`config.mk`:
```
export PLATFORM = sky130hd
export DESIGN_NAME = bba_ctrl
export DESIGN_NICKNAME = d
export VERILOG_FILES = /design/src/rtl/bba_pkg.sv /design/src/rtl/bba_ctrl.sv
export SDC_FILE = /design/constraint.sdc
export NUM_CORES = 1
export LEC_CHECK = 0
export BUFFER_PORTS_ARGS = -buffer_cell sky130_fd_sc_hd__clkbuf_2
export CORE_UTILIZATION = 25
export DETAILED_ROUTE_END_ITERATION = 16
export GPL_ROUTABILITY_DRIVEN = 0
export PLACE_DENSITY_LB_ADDON = 0.05
export SYNTH_ARGS = -nofsm -noshare
export SYNTH_HDL_FRONTEND = slang
export SYNTH_SLANG_ARGS = --single-unit
```
`constraint.sdc`:
```
create_clock -name clk_i -period 1.8 [get_ports clk_i]
set_input_delay 0.36 -clock clk_i [delete_from_list [all_inputs] [get_ports clk_i]]
set_output_delay 0.36 -clock clk_i [all_outputs]
set_load 0.02 [all_outputs]
```
`src/rtl/bba_pkg.sv`:
```
// Shared constants, codes and controller/datapath interface types of the buddy block allocator.
package bba_pkg;

  localparam int unsigned MinBlockBytes = 1024;
  localparam int unsigned HeaderBytes   = 4;
  localparam int unsigned LvlW          = 4;
  localparam int unsigned CodeW         = LvlW + 1;
  localparam int unsigned AddrW         = 32;
  localparam int unsigned SizeW         = 21;
  localparam int unsigned StatusW       = 2;

  // Result status codes, as seen on status_o.
  typedef enum logic [StatusW-1:0] {
    RES_ALLOC  = 2'd0,
    RES_FAIL   = 2'd1,
    RES_FREED  = 2'd2,
    RES_IGNORE = 2'd3
  } res_e;

  // Free-store address select.
  typedef enum logic [1:0] {
    FSEL_NODE  = 2'd0,
    FSEL_NEXT  = 2'd1,
    FSEL_BUDDY = 2'd2
  } fsel_e;

  typedef struct packed {
    logic  capture;
    logic  clr;
    logic  scan_init;
    logic  scan_next;
    logic  split_down;
    logic  merge_up;
    logic  free_init;
    logic  fr_en;
    fsel_e fr_sel;
    logic  fw_en;
    fsel_e fw_sel;
    logic  fw_val;
    logic  leaf_rd;
    logic  leaf_alloc;
    logic  load_out;
    res_e  res;
  } ctl_cmd_t;

  typedef struct packed {
    logic clr_last;
    logic is_free;
    logic bad_size;
    logic bad_free;
    logic fr_bit;
    logic pos_last;
    logic lvl_top;
    logic lvl_above;
    logic code_bad;
    logic out_busy;
  } dp_stat_t;

endpackage

```
`src/rtl/bba_ctrl.sv`:
```
// Sequencing state machine of the buddy block allocator.
module bba_ctrl (
  input  logic              clk_i,
  input  logic              rst_ni,
  input  logic              in_valid_i,
  output logic              in_stall_o,
  input  bba_pkg::dp_stat_t stat_i,
  output bba_pkg::ctl_cmd_t cmd_o
);
  import bba_pkg::*;

  typedef enum logic [3:0] {
    S_CLEAR, S_IDLE, S_DECODE, S_SCAN_RD, S_SCAN_CHK, S_SPLIT_CLR, S_SPLIT_L,
    S_SPLIT_R, S_ALLOC_FIN, S_LEAF_RD, S_LEAF_CHK, S_BUDDY_RD, S_BUDDY_CHK,
    S_FREE_FIN, S_RESP
  } state_e;

  state_e state_q;
  res_e   res_q;

  always_ff @(posedge clk_i or negedge rst_ni) begin
    if (!rst_ni) begin
      state_q <= S_CLEAR;
      res_q   <= RES_FAIL;
    end else begin
      unique case (state_q)
        S_CLEAR:  if (stat_i.clr_last) state_q <= S_IDLE;
        S_IDLE:   if (in_valid_i) state_q <= S_DECODE;
        S_DECODE: begin
          if (stat_i.is_free) begin
            if (stat_i.bad_free) begin
              res_q   <= RES_IGNORE;
              state_q <= S_RESP;
            end else begin
              state_q <= S_LEAF_RD;
            end
          end else if (stat_i.bad_size) begin
            res_q   <= RES_FAIL;
            state_q <= S_RESP;
          end else begin
            state_q <= S_SCAN_RD;
          end
        end
        S_SCAN_RD: state_q <= S_SCAN_CHK;
        S_SCAN_CHK: begin
          if (stat_i.fr_bit) begin
            state_q <= stat_i.lvl_above ? S_SPLIT_CLR : S_ALLOC_FIN;
          end else if (stat_i.pos_last && stat_i.lvl_top) begin
            res_q   <= RES_FAIL;
            state_q <= S_RESP;
          end else begin
            state_q <= S_SCAN_RD;
          end
        end
        S_SPLIT_CLR: state_q <= S_SPLIT_L;
        S_SPLIT_L:   state_q <= S_SPLIT_R;
        S_SPLIT_R:   state_q <= stat_i.lvl_above ? S_SPLIT_CLR : S_ALLOC_FIN;
        S_ALLOC_FIN: begin
          res_q   <= RES_ALLOC;
          state_q <= S_RESP;
        end
        S_LEAF_RD:  state_q <= S_LEAF_CHK;
        S_LEAF_CHK: begin
          if (stat_i.code_bad) begin
            res_q   <= RES_IGNORE;
            state_q <= S_RESP;
          end else begin
            state_q <= S_BUDDY_RD;
          end
        end
        S_BUDDY_RD:  state_q <= stat_i.lvl_top ? S_FREE_FIN : S_BUDDY_CHK;
        S_BUDDY_CHK: state_q <= stat_i.fr_bit ? S_BUDDY_RD : S_FREE_FIN;
        S_FREE_FIN: begin
          res_q   <= RES_FREED;
          state_q <= S_RESP;
        end
        S_RESP:  if (!stat_i.out_busy) state_q <= S_IDLE;
        default: state_q <= S_CLEAR;
      endcase
    end
  end

  always_comb begin
    cmd_o     = '0;
    cmd_o.res = res_q;
    unique case (state_q)
      S_CLEAR:     cmd_o.clr = 1'b1;
      S_IDLE:      cmd_o.capture = in_valid_i;
      S_DECODE:    cmd_o.scan_init = !stat_i.is_free && !stat_i.bad_size;
      S_SCAN_RD: begin
        cmd_o.fr_en  = 1'b1;
        cmd_o.fr_sel = FSEL_NODE;
      end
      S_SCAN_CHK:  cmd_o.scan_next = !stat_i.fr_bit && !(stat_i.pos_last && stat_i.lvl_top);
      S_SPLIT_CLR: begin
        cmd_o.fw_en      = 1'b1;
        cmd_o.fw_sel     = FSEL_NODE;
        cmd_o.fw_val     = 1'b0;
        cmd_o.split_down = 1'b1;
      end
      S_SPLIT_L: begin
        cmd_o.fw_en  = 1'b1;
        cmd_o.fw_sel = FSEL_NODE;
        cmd_o.fw_val = 1'b1;
      end
      S_SPLIT_R: begin
        cmd_o.fw_en  = 1'b1;
        cmd_o.fw_sel = FSEL_NEXT;
        cmd_o.fw_val = 1'b1;
      end
      S_ALLOC_FIN: begin
        cmd_o.fw_en      = 1'b1;
        cmd_o.fw_sel     = FSEL_NODE;
        cmd_o.fw_val     = 1'b0;
        cmd_o.leaf_alloc = 1'b1;
      end
      S_LEAF_RD:   cmd_o.leaf_rd = 1'b1;
      S_LEAF_CHK:  cmd_o.free_init = !stat_i.code_bad;
      S_BUDDY_RD: begin
        cmd_o.fr_en  = !stat_i.lvl_top;
        cmd_o.fr_sel = FSEL_BUDDY;
      end
      S_BUDDY_CHK: begin
        cmd_o.fw_en    = stat_i.fr_bit;
        cmd_o.fw_sel   = FSEL_BUDDY;
        cmd_o.fw_val   = 1'b0;
        cmd_o.merge_up = stat_i.fr_bit;
      end
      S_FREE_FIN: begin
        cmd_o.fw_en  = 1'b1;
        cmd_o.fw_sel = FSEL_NODE;
        cmd_o.fw_val = 1'b1;
      end
      S_RESP:      cmd_o.load_out = !stat_i.out_busy;
      default:     cmd_o = '0;
    endcase
  end

  assign in_stall_o = (state_q != S_IDLE);

`ifndef ASSERT_OFF
  a_busy_after_accept: assert property (@(posedge clk_i) disable iff (!rst_ni)
    (in_valid_i && !in_stall_o) |=> in_stall_o)
    else $error("input taken while a transaction is in flight");
  a_resp_done: assert property (@(posedge clk_i) disable iff (!rst_ni)
    (state_q == S_RESP && !stat_i.out_busy) |=> (state_q == S_IDLE))
    else $error("response not retired");
`endif

endmodule

```
=== Yosys cells after proc, flatten, opt, wreduce, memory -nomap -nowiden ===
Index checks and enable logic that the tools add are counted.
Widths: inputs -> output; s select.

* Input port bits: 13
* Output and inout bits: 20
* Flip-flop bits (word level): 6
* Word-level logic and storage cells: 76

* Reduce and logical (&&, ||, !) cells: 18
* Equality and inequality tests: 23
* Multiplexer cells: 33

{| class="wikitable"
|+ Operator list
! cell !! number
|-
| $pmux 4 s14 || 1
|-
| $mux 4 || 8
|-
| $eq 4x4->1 const B || 7
|-
| $eq 4x3->1 const B || 4
|-
| $pmux 4 s4 || 1
|-
| $reduce_or 15->1 || 1
|-
| $mux 2 || 7
|-
| $ne 2x2->1 const B || 6
|-
| $mux 1 || 11
|-
| $pmux 2 s5 || 1
|-
| $mux 3 || 3
|-
| $eq 4x2->1 const B || 2
|-
| $logic_not 1->1 || 7
|-
| $ne 3x3->1 const B || 2
|-
| $pmux 3 s2 || 1
|-
| $reduce_and 6->1 || 1
|-
| $reduce_or 2->1 || 3
|-
| $reduce_bool 5->1 || 1
|-
| $eq 4x1->1 const B || 1
|-
| $logic_not 4->1 || 1
|-
| $ne 4x1->1 const B || 1
|-
| $logic_and 1x1->1 || 3
|-
| $reduce_and 3->1 || 1
|}

=== Longest topological paths before layout ===
Gate-level depths: netlist of run 1.

* Word-level depth: 4
* Mapped depth: 7
* Depth with buffers taken out: 4

=== Worst setup path before layout of run 1 ===
No wires, ideal clock.

* Path kind: register to output
* From: register state_q[3]
* To: output cmd_o[15] (netlist name)
* Required time: 1.440 ns
* Arrival time: 1.885 ns
* Path slack: -0.445 ns
* Buffers on the path: 2
* Cell stages (with the launch flop): 5
* Cell sequence: dfrtp_1 buf_6 nand2b_1 buf_4 a2111oi_0

{| class="wikitable"
|+ RTL lines
! element !! RTL line !! source
|-
| start: declaration || bba_ctrl.sv:18 || <nowiki>state_e state_q;</nowiki>
|-
| start signal: assignment || bba_ctrl.sv:47 || <nowiki>state_q <= stat_i.lvl_above ? S_SPLIT_CLR : S_ALLOC_FIN;</nowiki>
|-
| start signal: assignment || bba_ctrl.sv:57 || <nowiki>S_SPLIT_R: state_q <= stat_i.lvl_above ? S_SPLIT_CLR : S_ALLOC_FIN;</nowiki>
|-
| start signal: assignment || bba_ctrl.sv:71 || <nowiki>S_BUDDY_RD: state_q <= stat_i.lvl_top ? S_FREE_FIN : S_BUDDY_CHK;</nowiki>
|-
| end: declaration || bba_ctrl.sv:8 || <nowiki>output bba_pkg::ctl_cmd_t cmd_o</nowiki>
|}

==> results_dict.tcl, run 1 <==
set metrics [dict create \
    synth-edff-count 0 \
    fin_ws_ns -0.0591 \
    reg2reg_depth 6 \
    grt_first_pass_wirelength_mm 5.40 \
    synthFlopType "dfrtp_1" \
    grt.total_usage 0.204 \
    synth_top_area_share 0.144 \
    fin_setup_tns_ns -0.109 \
    setup_viol 4 \
    power_switching_mw 1.43 \
    required_ns 1.44 \
    crit_arrival_ns 1.50 \
    avgSynthCellArea_um2 7.36 \
    ys_top_cells_by_count "nor2_1 (11), nand2_1 (9), nand2b_1 (8), a21oi_1 (7)" \
    period_share 1.03 \
    syn_nets 131 \
    nNetsFinal 199 \
    yosysSeqAreaShare 0.174 \
    hold_depth 3 \
    r2r-end "res_q[1]$_DFFE_PN0P_" \
    r2r_start "state_q[2]$_DFFE_PN0P_" \
    yosys-top-cells-area "dfrtp_1 (14%), nand2b_1 (5.8%), nor2_1 (4.8%)" \
    synth-seq-cells 6 \
    p_seq_frac 0.110 \
    io_pins 33 \
    cp-end-kind "output port" \
    yosysUniqueCellTypes 48 \
    drt-total-wl_mm 3.65 \
    htreeDepth 1 \
    netSwitchingFraction 0.459 \
    die_w_um 60.9 \
    fillerInstances 331 \
    drv_slew 0 \
    p_clk_frac 0.048 \
    startpoint_type "flop" \
    yosys_warnings 0 \
    cts.clk_slew.worst_paths_ns 0.06 \
    clock.fmax_mhz 538 \
    hold_end "state_q[0]$_DFFE_PN0P_" \
    comb_power_share 0.842 \
    worstHoldPathType "in -> reg" \
    p_int_mw 1.68 \
    area_growth_pct 86.7 \
    drive_gt1_frac 0.611 \
    worstSkewPairLatency_ns 0.26 \
    routed-via-count 1160 \
    clockBufferDepth 2 \
    wl_per_cell_um 15.8 \
    coreArea_um2 3340 \
    cts_tree "built" \
    skew_ns 0.00633 \
    peakVddDrop_uv 690 \
    path_class "reg -> out" \
    antenna_found_initial 0 \
    dieArea_um2 3710 \
    period_minus_slack_ns 1.86 \
    fin_hold_ws_ns 0.460 \
    cts_root_buffer "clkbuf_4" \
    worstPathMaxFanout 6 \
    rows 21 \
    reg2reg_slack_ns -0.02 \
    grt_pass1_vias 1107 \
    synth_most_common_cell "nor2_1" \
    synthCells 118 \
    initial_core_util 0.260 \
    min_from "in_valid_i" \
    port_buffers 31 \
    status "finished with violations" \
    hold_viol 0 \
    final_core_util 0.486 \
    dp_hpwl_mm 2.40 \
    antenna_left 0 \
    diodes 0 \
    cts_buffers 3 \
    drtIter0Drc 58 \
    viasPerCell 5.02 \
    cap_viol_max_count 0 \
    die-height_um 60.9 \
    powerDensity_nw_per_um2 1910 \
    drc 0 \
    rsz0062_at_grt "true" \
    yosysTopAreaCell "dfrtp_1" \
    grt_max_degree 14 \
    clock_sinks 6 \
    drtPass1Iterations 4 \
    grt_overflow 0 \
    async_reset_ff_frac 1.00 \
    power_leakage_nw 0.747 \
    netlist_area_um2 868 \
    violations "setup timing" \
]
[cell families after synthesis]
kind of cell | after synthesis | synth area share
buf+inv | 14 | 0.105
other cells | 1 | 0.00432
flops | 6 | 0.174
compound gates | 35 | 0.281
simple gates | 58 | 0.389
xor+xnor | 1 | 0.0101
mux | 3 | 0.0360
[registers in the layout, indices dropped and copies added, names as in the netlist]
signal   cells
res_q        2
state_q      4
[what timing repair did]
item                                   4_1_cts  5_1_grt
pin swaps                                    5        8
hold buffers                                 1        0
gates resized for setup                     41       45
setup buffers                               19        9
setup endpoints to repair                   18       17
endpoints found under the hold margin        5        0
[critical path, stage by stage (launching register included)]
cell,delay [ns]
dfrtp_2,0.44
buf_6,0.14
nor2_4,0.04
a21o_1,0.16
a221oi_2,0.24
a21oi_2,0.05
clkbuf_8,0.15
[power groups by stage]
| stage | clock network (mW) | registers, mW | logic, mW |
|---|---|---|---|
| after global placement | 0 | 0.357 | 1.63 |
| after global routing | 0.157 | 0.351 | 2.78 |
| final | 0.148 | 0.341 | 2.62 |
| after floorplan | 0 | 0.253 | 1.23 |
| after detailed placement | 0 | 0.353 | 1.60 |
| after CTS | 0.152 | 0.331 | 2.19 |
[metrics by stage]
step / setup slack, ns / area, um^2 / total power, mW / instances
finish: -0.0591 / 1620 / 3.11 / 231
global route: -0.132 / 1620 / 3.29 / 231
CTS: -0.0486 / 1440 / 2.67 / 222
detailed placement: -0.00523 / 1130 / 1.96 / 199
global placement: 0.00517 / 1130 / 1.99 / 199
floorplan: 0.0315 / 877 / 1.48 / 118
[worst max-delay path by stage]
stage                           startpoint   endpoint  slack [ns]
finish              state_q[0]$_DFFE_PN0P_   cmd_o[8]       -0.06
global route        state_q[0]$_DFFE_PN0P_   cmd_o[8]       -0.13
CTS                 state_q[2]$_DFFE_PN0P_   cmd_o[8]       -0.05
detailed placement  state_q[2]$_DFFE_PN0P_  cmd_o[16]      -0.005
global placement    state_q[2]$_DFFE_PN0P_  cmd_o[16]       0.005
floorplan           state_q[2]$_DFFE_PN0P_   cmd_o[2]        0.03
[cell usage in the layout, fill, tap and decap left out, types with 3 or more instances in the layout]
cell type,netlist,final
nor2_2,1,5
nand2_1,9,7
nand3b_1,3,3
a21oi_1,7,5
buf_6,2,15
o21ai_0,5,5
nor2_4,0,5
and3_1,3,3
nand2b_4,0,3
clkbuf_2,0,14
buf_4,5,42
and2_1,4,3
nor2b_1,4,4
nand2b_1,8,5
dfrtp_2,0,4
clkbuf_4,0,4
o21ai_1,5,4
[area by class of cell]
| cell class | instances | area (um^2) | share of cell area |
|---|---|---|---|
| Multi-Input combinational cell | 98 | 774 | 0.478 |
| Timing Repair Buffer | 75 | 599 | 0.370 |
| Sequential cell | 6 | 156 | 0.0965 |
| Tap cell | 46 | 57.6 | 0.0355 |
| Clock buffer | 4 | 26.3 | 0.0162 |
| Inverter | 2 | 7.51 | 0.00463 |
[per-layer routing]
metal,vias to the layer above,part of all wire,global-route usage,routed length [um]
met4,0,0.025,0.0877,91
met1,551,0.44,0.258,1600
met3,10,0.053,0.0448,194
met5,-,0,0,0
met2,45,0.48,0.334,1760
li1,554,-,-,-
Power figures use the tool's default switching activity.
==> inputs of run 2 (changes only) <==
--- a/config.mk
+++ b/config.mk
@@ -6,9 +6,11 @@
 export NUM_CORES = 1
 export LEC_CHECK = 0
 export BUFFER_PORTS_ARGS = -buffer_cell sky130_fd_sc_hd__clkbuf_2
+export CORE_MARGIN = 2
 export CORE_UTILIZATION = 25
 export DETAILED_ROUTE_END_ITERATION = 16
 export GPL_ROUTABILITY_DRIVEN = 0
+export GPL_TIMING_DRIVEN = 0
 export PLACE_DENSITY_LB_ADDON = 0.05
 export SYNTH_ARGS = -nofsm -noshare
 export SYNTH_HDL_FRONTEND = slang
==> run 2 against run 1 <==
  * The run still ends with setup timing left
  * Worst hold slack better by 0.012 ns
  * Final cell count is 4.8% lower
  * Die area is 6.7% higher
  * Sequential share of layout area is 0.35 points higher
  * Clock skew is 0.0021 ns higher
  * Core utilization is 3.2 points lower
  * Setup slack better by 0.0054 ns
  * Power is 6.8% lower
  * Count of clock-buffer cells in the layout stayed put
  * Sequential cell count stayed put
  * Wire length is 9.4% lower
  * Register-to-register slack better by 0.06 ns
==> results_dict.tcl, run 2 (synthesis gave the netlist of run 1 again) <==
set metrics [dict create \
    status "finished with violations" \
    violations "setup timing" \
    drtPass1Iterations 4 \
    die_w_um 62.9 \
    largest_register_ffs 4 \
    grt_pass1_vias 1018 \
    multi_input_area_um2 757 \
    antenna_found_initial 0 \
    grt_max_degree 11 \
    antenna_left 0 \
    grt_overflow 0 \
    nNetsFinal 188 \
    drt-total-wl_mm 3.31 \
    regArea_um2 151 \
    coreArea_um2 3340 \
    diodes 0 \
    final_common_cell "buf_4" \
    htreeDepth 1 \
    hold_viol 0 \
    path_cells "buf_6, nor2_4, a21o_1, a221oi_2, a21oi_1, buf_4" \
    drtIter0Drc 36 \
    initial_core_util 0.260 \
    cp_slowest_stage_delay_ns 0.44 \
    final_core_util 0.454 \
    p_int_mw 1.53 \
    drv_slew 0 \
    peakVddDrop_uv 807 \
    crit_slowest_cell "dfrtp_1" \
    preCtsSetupSlack_ns -0.00114 \
    cap_viol_max_count 0 \
    viasPerCell 4.90 \
    mostFrequentLayoutCells "buf_4 (25), clkbuf_2 (18), buf_6 (15)" \
    cts.clk_slew.worst_paths_ns 0.05 \
    die-height_um 62.9 \
    netSwitchingFraction 0.470 \
    worstPathMaxFanout 5 \
    comb_power_share 0.861 \
    cts_root_buffer "clkbuf_4" \
    grt_first_pass_wirelength_mm 5.19 \
    period_share 1.03 \
    drive_gt1_frac 0.534 \
    port_buffers 31 \
    reg2reg_depth 5 \
    fin_setup_tns_ns -0.168 \
    required_ns 1.44 \
    cp-end-kind "output port" \
    cts_tree "built" \
    clock.fmax_mhz 539 \
    powerDensity_nw_per_um2 1910 \
    crit_arrival_ns 1.49 \
    drc 0 \
    dp_hpwl_mm 2.18 \
    regMostFlops "state_q" \
    fin_ws_ns -0.0536 \
    dieArea_um2 3960 \
    fillerInstances 376 \
    power_switching_mw 1.36 \
    period_minus_slack_ns 1.85 \
    grt.total_usage 0.165 \
    worstHoldPathType "in -> async" \
    power_leakage_nw 0.685 \
    wl_per_cell_um 15.0 \
    rows 21 \
    clockBufferDepth 2 \
    routed-via-count 1079 \
    skew_ns 0.00842 \
    worstSkewPairLatency_ns 0.25 \
    p_seq_frac 0.093 \
    startpoint_type "flop" \
    area_growth_pct 74.4 \
    p_clk_frac 0.047 \
    clock_sinks 6 \
    io_pins 33 \
    rsz0062_at_grt "true" \
    path_class "reg -> out" \
    setup_viol 4 \
    top_regs "state_q (4), res_q (2)" \
    cts_buffers 3 \
]
## run 2: layer usage
metal | part of all wire | GRT usage | vias to the layer above
met5 | 0 | 0 | -
met4 | 0.0030 | 0.0472 | 0
met3 | 0.050 | 0.0306 | 2
met2 | 0.48 | 0.265 | 28
met1 | 0.47 | 0.225 | 512
li1 | - | - | 537
## run 2: final cells by class
type / instances / area share
inverter: 2 / 0.00744
multi-input combinational: 98 / 0.500
sequential: 6 / 0.100
buffer: 11 / 0.0818
tap: 46 / 0.0380
timing repair buffer: 53 / 0.255
clock buffer: 4 / 0.0174
## run 2: through the flow
step           instances  hold slack [ns]  power [mW]  cell area (um^2)
6_report             220            0.472        2.89              1510
2_1_floorplan        118           0.0644        1.48               877
3_3_place_gp         195            0.192        1.92              1090
4_1_cts              209            0.461        2.45              1320
3_5_place_dp         195            0.197        1.90              1090
5_1_grt              220            0.489        3.09              1510
## run 2: worst paths after layout
check	startpoint	end	slack, ns
min in group clk_i	in_valid_i	state_q[0]$_DFFE_PN0P_	0.47
max in group asynchronous	rst_ni	res_q[0]$_DFFE_PN1P_	1.09
max reg2reg	state_q[0]$_DFFE_PN0P_	res_q[1]$_DFFE_PN0P_	0.04
min	rst_ni	state_q[2]$_DFFE_PN0P_	0.47
max	state_q[0]$_DFFE_PN0P_	cmd_o[8]	-0.05
min reg2reg	res_q[1]$_DFFE_PN0P_	res_q[1]$_DFFE_PN0P_	0.51
## run 2: worst max-delay path, delay by kind of cell (launching register included)
family | cells | cell delay [ns]
AND/OR/NAND/NOR | 1 | 0.05
flip-flops | 1 | 0.44
AO/OA/AOI/OAI | 3 | 0.42
buffers and inverters | 2 | 0.33
## run 2: power by group through the flow
stage | Sequential [mW] | Clock (mW) | Combinational (mW)
2_1_floorplan | 0.253 | 0 | 1.23
3_3_place_gp | 0.270 | 0 | 1.65
3_5_place_dp | 0.268 | 0 | 1.63
4_1_cts | 0.257 | 0.142 | 2.05
5_1_grt | 0.274 | 0.149 | 2.66
6_report | 0.268 | 0.135 | 2.49
## run 2: what timing repair did
action | CTS | global route
setup endpoints to repair | 15 | 18
hold buffers | 1 | 0
pin swaps | 2 | 8
hold endpoints to repair | 5 | 0
buffers inserted | 9 | 11
gates cloned | 0 | 1
gates resized for setup | 31 | 48
==> inputs of run 3 (changes only) <==
--- a/config.mk
+++ b/config.mk
@@ -10,7 +10,7 @@
 export CORE_UTILIZATION = 25
 export DETAILED_ROUTE_END_ITERATION = 16
 export GPL_ROUTABILITY_DRIVEN = 0
-export GPL_TIMING_DRIVEN = 0
+export GPL_TIMING_DRIVEN = 1
 export PLACE_DENSITY_LB_ADDON = 0.05
 export SYNTH_ARGS = -nofsm -noshare
 export SYNTH_HDL_FRONTEND = slang
==> run 3 against run 2 <==
  * The run still ends with setup timing left
  * Combinational power shrank 9.2%
  * Non-clock buffer count shrank 1
  * First-iteration DRC count grew 2.8%
  * Core utilization shrank 2.2 points
  * Power shrank 5.6%
  * Clock power grew 3%
  * Critical path depth shrank 1
  * Critical path type unchanged
  * Critical endpoint unchanged
  * Largest cell class unchanged
  * Largest power group unchanged
==> results_dict.tcl, run 3 (synthesis gave the netlist of run 1 again) <==
set metrics [dict create \
    period_minus_slack_ns 1.83 \
    cts_tree "built" \
    period_share 1.01 \
    grt.total_usage 0.173 \
    power_switching_mw 1.30 \
    p_clk_frac 0.051 \
    viasPerCell 4.97 \
    path_cells "buf_6, a21o_1, a221oi_2, a21oi_1, buf_4" \
    cp-end-kind "output port" \
    power_leakage_nw 0.665 \
    r2r_start "state_q[1]$_DFFE_PN0P_" \
    drtIter0Drc 37 \
    path_class "reg -> out" \
    largest_register_ffs 4 \
    violations "setup timing" \
    dp_hpwl_mm 2.44 \
    setup_viol 3 \
    die-height_um 62.9 \
    reg2reg_depth 6 \
    grt_max_degree 13 \
    antenna_found_initial 0 \
    top_regs "state_q (4), res_q (2)" \
    clock_sinks 6 \
    powerDensity_nw_per_um2 1900 \
    drv_slew 0 \
    clock.fmax_mhz 548 \
    initial_core_util 0.260 \
    netSwitchingFraction 0.478 \
    drive_gt1_frac 0.543 \
    startpoint_type "flop" \
    cts_root_buffer "clkbuf_4" \
    grt_overflow 0 \
    grt_first_pass_wirelength_mm 5.44 \
    mostFrequentLayoutCells "buf_4 (31), clkbuf_2 (19), nand2_1 (8), buf_6 (8)" \
    drt-total-wl_mm 3.39 \
    wl_per_cell_um 15.5 \
    crit_arrival_ns 1.47 \
    coreArea_um2 3340 \
    skew_ns 0.00689 \
    p_seq_frac 0.122 \
    peakVddDrop_uv 516 \
    worstHoldPathType "in -> async" \
    dieArea_um2 3960 \
    rows 21 \
    preCtsSetupSlack_ns 0.0936 \
    fin_hold_ws_ns 0.464 \
    worstPathMaxFanout 8 \
    port_buffers 31 \
    htreeDepth 1 \
    clockBufferDepth 2 \
    comb_power_share 0.827 \
    grt_pass1_vias 1087 \
    regMostFlops "state_q" \
    status "finished with violations" \
    routed-via-count 1088 \
    die_w_um 62.9 \
    reg2reg_slack_ns 0.01 \
    final_common_cell "buf_4" \
    cts_buffers 3 \
    p_int_mw 1.43 \
    diodes 0 \
    required_ns 1.44 \
    cap_viol_max_count 0 \
    cp_num_buf_inv 2 \
    rsz0062_at_grt "true" \
    area_growth_pct 65.8 \
    fin_ws_ns -0.0255 \
    antenna_left 0 \
    fin_setup_tns_ns -0.0423 \
    nNetsFinal 187 \
    drtPass1Iterations 4 \
    r2r-end "res_q[1]$_DFFE_PN0P_" \
    crit_slowest_cell "dfrtp_2" \
    hold_viol 0 \
    drc 0 \
    cp_slowest_stage_delay_ns 0.48 \
    cp_top_family "flip-flops" \
    cts.clk_slew.worst_paths_ns 0.05 \
    io_pins 33 \
    worstSkewPairLatency_ns 0.25 \
]
-- run 3: per-layer routing --
layer  vias to the layer above  global-route usage  routed length (um)
li1                        528                   -                   -
met1                       525               0.235                1630
met2                        35               0.287                1620
met3                         0              0.0360                 134
met4                         0              0.0194                   0
met5                         -                   0                   0
-- run 3: worst max path at each step --
stage | start | end | slack [ns] | cells after the start
after floorplan | state_q[2]$_DFFE_PN0P_ | cmd_o[2] | 0.03 | 5
after global placement | state_q[1]$_DFFE_PN0P_ | cmd_o[15] | 0.07 | 3
after detailed placement | state_q[0]$_DFFE_PN0P_ | cmd_o[15] | 0.09 | 3
after CTS | state_q[2]$_DFFE_PN0P_ | cmd_o[8] | -0.04 | 5
after global routing | state_q[2]$_DFFE_PN0P_ | cmd_o[8] | -0.11 | 5
final | state_q[2]$_DFFE_PN0P_ | cmd_o[8] | -0.03 | 5
-- run 3: power groups by stage --
stage               registers (mW)  clock network (mW)  logic, mW
global route                 0.346               0.158       2.44
finish                       0.333               0.139       2.26
floorplan                    0.253                   0       1.23
CTS                          0.333               0.145       2.01
detailed placement           0.334                   0       1.68
global placement             0.338                   0       1.70
-- run 3: worst reg2reg max path: stages (launching register included) --
cell and delay (ns):
dfrtp_2 0.44, buf_6 0.14, buf_6 0.12, nor3b_4 0.19
o21bai_1 0.11, a221oi_2 0.30, mux2_1 0.36
-- run 3: cell type report --
| class | instances | area (um^2) |
|---|---|---|
| fillers | 355 | 1900 |
| multi-input cells | 98 | 739 |
| repair buffers | 63 | 453 |
| flip-flops and latches | 6 | 156 |
| well taps | 46 | 57.6 |
| clock buffers | 4 | 26.3 |
| inverters | 2 | 7.51 |
-- run 3: stage by stage --
step	power, mW	instance area, um^2	utilization	std cells
finish	2.73	1440	0.432	219
global route	2.94	1440	0.432	219
CTS	2.49	1330	0.399	216
detailed placement	2.01	1140	0.342	201
global placement	2.04	1140	0.342	201
floorplan	1.48	877	-	118
-- run 3: what timing repair did --
action | 4_1_cts | 5_1_grt
pin swaps | 2 | 7
endpoints found under the setup margin | 16 | 17
buffers inserted | 10 | 3
hold buffers | 1 | 0
endpoints found under the hold margin | 5 | 0
resized for setup | 23 | 34
